===== src/fpmv_pkg.sv =====
// Shared constants and types of the fixed-point matrix-vector layer.
`timescale 1ns / 1ps
`default_nettype none
package fpmv_pkg;

    // Store and layer dimensions
    localparam int VEC_DEPTH = 256;
    localparam int MAX_ROWS  = 256;
    localparam int ADDR_W    = $clog2(VEC_DEPTH);
    localparam int CNT_W     = $clog2(VEC_DEPTH + 1);
    localparam int ROW_W     = (MAX_ROWS > 1) ? $clog2(MAX_ROWS) : 1;
    localparam int RCNT_W    = $clog2(MAX_ROWS + 1);

    // Field widths
    localparam int DATA_W    = 32;
    localparam int SHIFT_W   = 5;
    localparam int CFG_W     = 9;
    localparam int CFG_IDX_W = 2;

    // Configuration register indexes
    typedef enum logic [CFG_IDX_W-1:0] {
        CFG_FRAC_SHIFT = 2'd0,
        CFG_ROW_LENGTH = 2'd1,
        CFG_ROW_COUNT  = 2'd2
    } cfg_idx_t;

    // Item modes
    localparam logic MODE_LOAD   = 1'b0;
    localparam logic MODE_WEIGHT = 1'b1;

    // Control from the sequencer to the multiply-accumulate unit
    typedef struct packed {
        logic mul_en;
        logic acc_en;
        logic acc_clear;
    } mac_ctrl_t;

endpackage
`default_nettype wire


===== src/fpmv_mac.sv =====
// Multiply, fixed-point shift and wrapping accumulate for one weight at a time.
`timescale 1ns / 1ps
`default_nettype none
module fpmv_mac import fpmv_pkg::*; (
    input  wire logic               clk,
    input  wire logic               rst_n,
    input  wire mac_ctrl_t          ctrl,
    input  wire logic [DATA_W-1:0]  weight,
    input  wire logic [DATA_W-1:0]  elem,
    input  wire logic [SHIFT_W-1:0] frac_shift,
    output logic      [DATA_W-1:0]  sum_next
);

    logic [DATA_W-1:0] prod_reg;
    logic [DATA_W-1:0] acc_reg;
    logic [DATA_W-1:0] shifted;

    // Product register: low word of the product only
    always_ff @(posedge clk)
    begin
        if (ctrl.mul_en)
        begin
            prod_reg <= weight * elem;
        end
    end

    // Arithmetic shift to the decimal point, then add with wrap
    assign shifted  = DATA_W'($signed(prod_reg) >>> frac_shift);
    assign sum_next = acc_reg + shifted;

    // Accumulator, cleared once a row is done
    always_ff @(posedge clk or negedge rst_n)
    begin
        if (!rst_n)
        begin
            acc_reg <= '0;
        end
        else if (ctrl.acc_en)
        begin
            acc_reg <= ctrl.acc_clear ? '0 : sum_next;
        end
    end

endmodule
`default_nettype wire


===== config.mk =====
export PLATFORM = sky130hd
export DESIGN_NAME = fpmv_mac
export DESIGN_NICKNAME = d
export VERILOG_FILES = /design/src/fpmv_pkg.sv /design/src/fpmv_mac.sv
export SDC_FILE = /design/constraint.sdc
export NUM_CORES = 1
export LEC_CHECK = 0
export BUFFER_PORTS_ARGS = -buffer_cell sky130_fd_sc_hd__buf_2
export CAP_MARGIN = 20
export CORE_ASPECT_RATIO = 0.7
export CORE_MARGIN = 5
export CORE_UTILIZATION = 40
export CTS_BUF_LIST = sky130_fd_sc_hd__clkbuf_8 sky130_fd_sc_hd__clkbuf_16
export CTS_CLUSTER_DIAMETER = 200
export DETAILED_ROUTE_END_ITERATION = 16
export PLACE_DENSITY = 0.61
export SLEW_MARGIN = 5
export SYNTH_ARGS = -nofsm -noshare
export SYNTH_HDL_FRONTEND = slang
export SYNTH_SLANG_ARGS = --single-unit
export TNS_END_PERCENT = 1

===== constraint.sdc =====
create_clock -name clk -period 8.1 [get_ports clk]
set_input_delay 2.025 -clock clk [delete_from_list [all_inputs] [get_ports clk]]
set_output_delay 2.025 -clock clk [all_outputs]
set_load 0.01 [all_outputs]

* Yosys cells after proc, flatten, opt, wreduce, memory -nomap -nowiden
Cells that the tools add are included.
Cells by class: add/sub/neg operators 1, multipliers 1, shifts and indexed selects 1, mux-type cells 1
Operator list (number):
- 32-bit adder | 1
- 32-bit by 32-bit multiplier with 32-bit output | 1
- 32-bit two-way mux | 1
- 32-bit by 5-bit >>> shifter with 32-bit output | 1
Storage, ports and cells: flip-flop bits (word level) 64, input port bits 74, logic and storage cells 6

* Logic depth before layout (Yosys ltp)
depth in word-level cells 3, mapped depth 27, gate-level depth less buffers 24

* Least setup slack after synthesis
Ideal clock, no wire load.
path kind in2reg, start point input port weight[13], end point register prod_reg[30] (data pin), data arrival time 8.094 ns, required time 7.842 ns, path slack -0.252 ns, stages 23, buffers on the path 2, cell sequence clkbuf_1 clkbuf_1 nand2_1 fa_1 inv_1 fa_1 inv_1 fa_1 inv_1 fa_1 inv_1 fa_1 inv_1 fa_1 fa_1 fa_1 ha_1 or2_2 a21oi_1 a31oi_1 a211o_1 a21oi_1 xnor2_1
Between the ends: cells in the longest elaborated chain, start to end 1
RTL lines:
- from (decl) | RTL line fpmv_mac.sv:8 | input wire logic [DATA_W-1:0] weight,
- 32-bit by 32-bit multiplier with 32-bit output | RTL line fpmv_mac.sv:23 | prod_reg <= weight * elem;
- to (signal assigned) | RTL line fpmv_mac.sv:23
- to (decl) | RTL line fpmv_mac.sv:14 | logic [DATA_W-1:0] prod_reg;
No other way between the ends. A chain may end at the register's enable or synchronous reset.

* Final worst setup path
start point input port frac_shift[1], end point output port sum_next[24]
Between the ends: cells in the longest elaborated chain, start to end 2
RTL lines:
- from (decl) | RTL line fpmv_mac.sv:10 | input wire logic [SHIFT_W-1:0] frac_shift,
- 32-bit by 5-bit >>> shifter with 32-bit output | RTL line fpmv_mac.sv:28 | assign shifted = DATA_W'($signed(prod_reg) >>> frac_shift);
- 32-bit adder | RTL line fpmv_mac.sv:29 | assign sum_next = acc_reg + shifted;
- to (decl) | RTL line fpmv_mac.sv:11 | output logic [DATA_W-1:0] sum_next
No other way between the ends.

==> flow_metrics.tcl <==
set metrics [dict create \
    avgSynthCellArea_sq_um 9.03 \
    dieArea_sq_um 57700 \
    syn_nets 2983 \
    r2r-start "prod_reg[31]$_DFFE_PP_" \
    end_kind "output pin" \
    synth-seq-cells 64 \
    finalSetupViolations 0 \
    final_layout_size_suffix_gt1_frac 0.177 \
    worst-path-buf-inv 4 \
    initial_core_util 0.405 \
    postRouteAntennaNets 0 \
    numCtsBuffers 9 \
    viasPerCell 5.20 \
    antenna_found_initial 1 \
    synth_xor_area_frac 0.0451 \
    worstPathCellList "clkbuf_4 > buf_4 > mux2_2 > nor2_1 > a21oi_2 > nand2_1 > nand2_1 > mux2i_1 > mux2i_1 > ha_1 > fa_1 > a211oi_1 > nor2_1 > o211ai_1 > a211oi_2 > o41ai_2 > buf_4 > a31oi_1 > xor2_1 > buf_2" \
    worstSetupEndpoint "sum_next[24]" \
    period_minus_slack_ns 8.10 \
    die_y_um 203 \
    synth_cells 2346 \
    synthArstFlopShare 0.500 \
    maxCapViolCount 0 \
    critPathTopFamily "compound AO/OA/AOI/OAI gates" \
    path_depth 20 \
    die_w_um 285 \
    final-hold-violation-count 0 \
    nets 3223 \
    gp_congestion 0.952 \
    wl_per_cell_um 19.3 \
    htreeDepth 3 \
    core_area_sq_um 52300 \
    synthSimpleGateAreaFrac 0.168 \
    synth-edff-count 32 \
    ys_seq_area_frac 0.0832 \
    tightestPinTransition_ns 0.888 \
    firstDrtPassIters 5 \
    critical-path-max-stage-delay_ns 0.43 \
    clock-sinks 64 \
    grt_pass1_vias 18400 \
    worstSetupStartpoint "frac_shift[1]" \
    hold_slack_ns 0.502 \
    cp_slowest_cell "fa_1" \
    fillers 4967 \
    critPathMaxFanout 10 \
    startpoint_type "primary input" \
    synth_compound_area_frac 0.0870 \
    hpwl_um 54500 \
    yosysUniqueCellTypes 66 \
    fin_skew_ns 0.0114 \
    drt_iter0_markers 1238 \
    root_buffer "clkbuf_16" \
    grt_max_degree 39 \
    grt_pass1_wl_um 102000 \
    synth_top_family_by_area "adder cells" \
    rows 70 \
    post-route-period-util 1.00 \
    arrival_ns 6.07 \
    clk_pin_slew_ns 0.05 \
    rsz0062_at_grt "yes" \
    tritoncts "built" \
    synthAdderAreaFrac 0.478 \
    area_growth_pct 16.4 \
    relSlewSlack 0.404 \
    worstReg2RegEnd "acc_reg[24]$_DFFE_PN0P_" \
    grt-ovfl-total 0 \
    rrSetupSlack_ns 3.61 \
    required_ns 6.08 \
    syn_area_sq_um 21200 \
    status "finished, final reports clean" \
    rr_worst_depth 19 \
    slew_viol_final 0 \
    grt_usage 0.223 \
    crit_type "in -> out" \
    timing.fmax_mhz 124 \
    clock_latency_ns 0.35 \
    synth_mux_area_frac 0.0430 \
    drc 0 \
    drt_wl_total_um 63200 \
    ios 106 \
    ys_warn_count 0 \
    synth_ff_type "edfxtp_1" \
    vias 17000 \
    cts-hold-fix-buffers 0 \
    cts_buffer_depth 2 \
    port_buffers 105 \
    final-instance-count-excl-fill 3276 \
    hold_path_class "reg -> reg" \
    place_inst 3258 \
]
layer usage:
layer,vias up,share of wire,global-route usage
met5,-,0,0
met4,0,0.023,0.0480
met3,77,0.058,0.0334
met2,483,0.46,0.362
met1,8705,0.45,0.320
li1,7765,-,-
timing repair:
| item | 4_1_cts | 5_1_grt |
|---|---|---|
| resized for setup | 30 | 49 |
| setup endpoints to repair | 10 | 27 |
| pin swaps | 12 | 36 |
| buffers inserted | 0 | 2 |
how the worst min path moves through the flow:
stage | start | endpoint | slack, ns | depth (start not counted)
3_5_place_dp | acc_reg[30]$_DFFE_PN0P_ | acc_reg[30]$_DFFE_PN0P_ | 0.49 | 1
6_report | acc_reg[30]$_DFFE_PN0P_ | acc_reg[30]$_DFFE_PN0P_ | 0.50 | 1
2_1_floorplan | acc_reg[30]$_DFFE_PN0P_ | acc_reg[30]$_DFFE_PN0P_ | 0.47 | 1
3_3_place_gp | acc_reg[30]$_DFFE_PN0P_ | acc_reg[30]$_DFFE_PN0P_ | 0.49 | 1
5_1_grt | acc_reg[30]$_DFFE_PN0P_ | acc_reg[30]$_DFFE_PN0P_ | 0.53 | 1
4_1_cts | acc_reg[30]$_DFFE_PN0P_ | acc_reg[30]$_DFFE_PN0P_ | 0.51 | 1
layout make-up:
type	instances	area (sq um)	area share
Antenna cell	2	5.00	0.000203
Clock buffer	9	225	0.00914
Clock inverter	6	52.6	0.00213
Inverter	419	1570	0.0638
Multi-Input combinational cell	1742	17600	0.715
Sequential cell	64	1760	0.0715
Tap cell	684	856	0.0347
Timing Repair Buffer	350	2550	0.103
layout by cell type (no fill, tap or decap), drive strengths merged, types with 6 or more instances in the layout:
| master | instances |
|---|---|
| nor2 | 58 |
| inv | 418 |
| fa | 409 |
| o21a | 9 |
| nor2b | 14 |
| edfxtp | 32 |
| clkbuf | 18 |
| a31o | 6 |
| clkinv | 6 |
| o21ai | 78 |
| dfrtp | 32 |
| o211ai | 6 |
| nor3 | 12 |
| o21bai | 7 |
| nand3 | 11 |
| ha | 154 |
| nand2b | 9 |
| mux2 | 22 |
| a21oi | 70 |
| xor2 | 26 |
| mux2i | 37 |
| and2 | 276 |
| a211oi | 16 |
| mux4 | 13 |
| xnor2 | 83 |
| a22o | 22 |
| a21o | 19 |
| nand2 | 315 |
| buf | 341 |
synthesized netlist by cell type (all sizes together) (3+ instances only):
library cell,instances,area (sq um)
a2111oi,3,45.1
a211oi,16,135
a21boi,3,22.5
a21o,19,144
a21oi,70,350
a22o,22,193
a31o,6,52.6
a31oi,5,31.3
and2,276,1730
and3,3,18.8
buf,4,17.5
clkbuf,117,439
dfrtp,32,801
edfxtp,32,961
fa,409,8190
ha,154,1930
inv,417,1570
mux2,22,248
mux2i,37,370
mux4,13,293
nand2,315,1180
nand2b,9,56.3
nand3,11,55.1
nand3b,4,30.0
nand4,5,31.3
nor2,58,218
nor2b,14,87.6
nor3,12,60.1
o211ai,6,50.1
o21a,9,67.6
o21ai,78,390
o21bai,7,52.6
o221ai,3,32.5
o22ai,4,25.0
o311ai,5,43.8
o31ai,4,30.0
o41ai,3,48.8
or2,5,31.3
or3,3,18.8
xnor2,83,727
xor2,26,228
kinds of logic (layout without fill, tap and decap cells):
family	count (synthesis)	in the layout
other	0	2
muxes	72	72
adders and majority gates	563	563
DFF	64	64
buffers and inverters	540	784
AOI/OAI and AO/OA	277	277
and+or+nand+nor	721	721
xor gates and xnor gates	109	109
stage by stage:
stage                util  worst slack [ns]  cell area, sq um  TNS [ns]
floorplan               -          -0.00404             21300  -0.00404
global placement    0.461            -0.631             24100     -3.23
detailed placement  0.461            -0.675             24100     -3.85
CTS                 0.468          0.000765             24500         0
global route        0.471            -0.148             24600     -1.58
finish              0.471           0.00360             24600         0
Power is left out: the tool's default activity adds up to more than one toggle a clock period on the data nets, which glitch-free logic cannot reach.
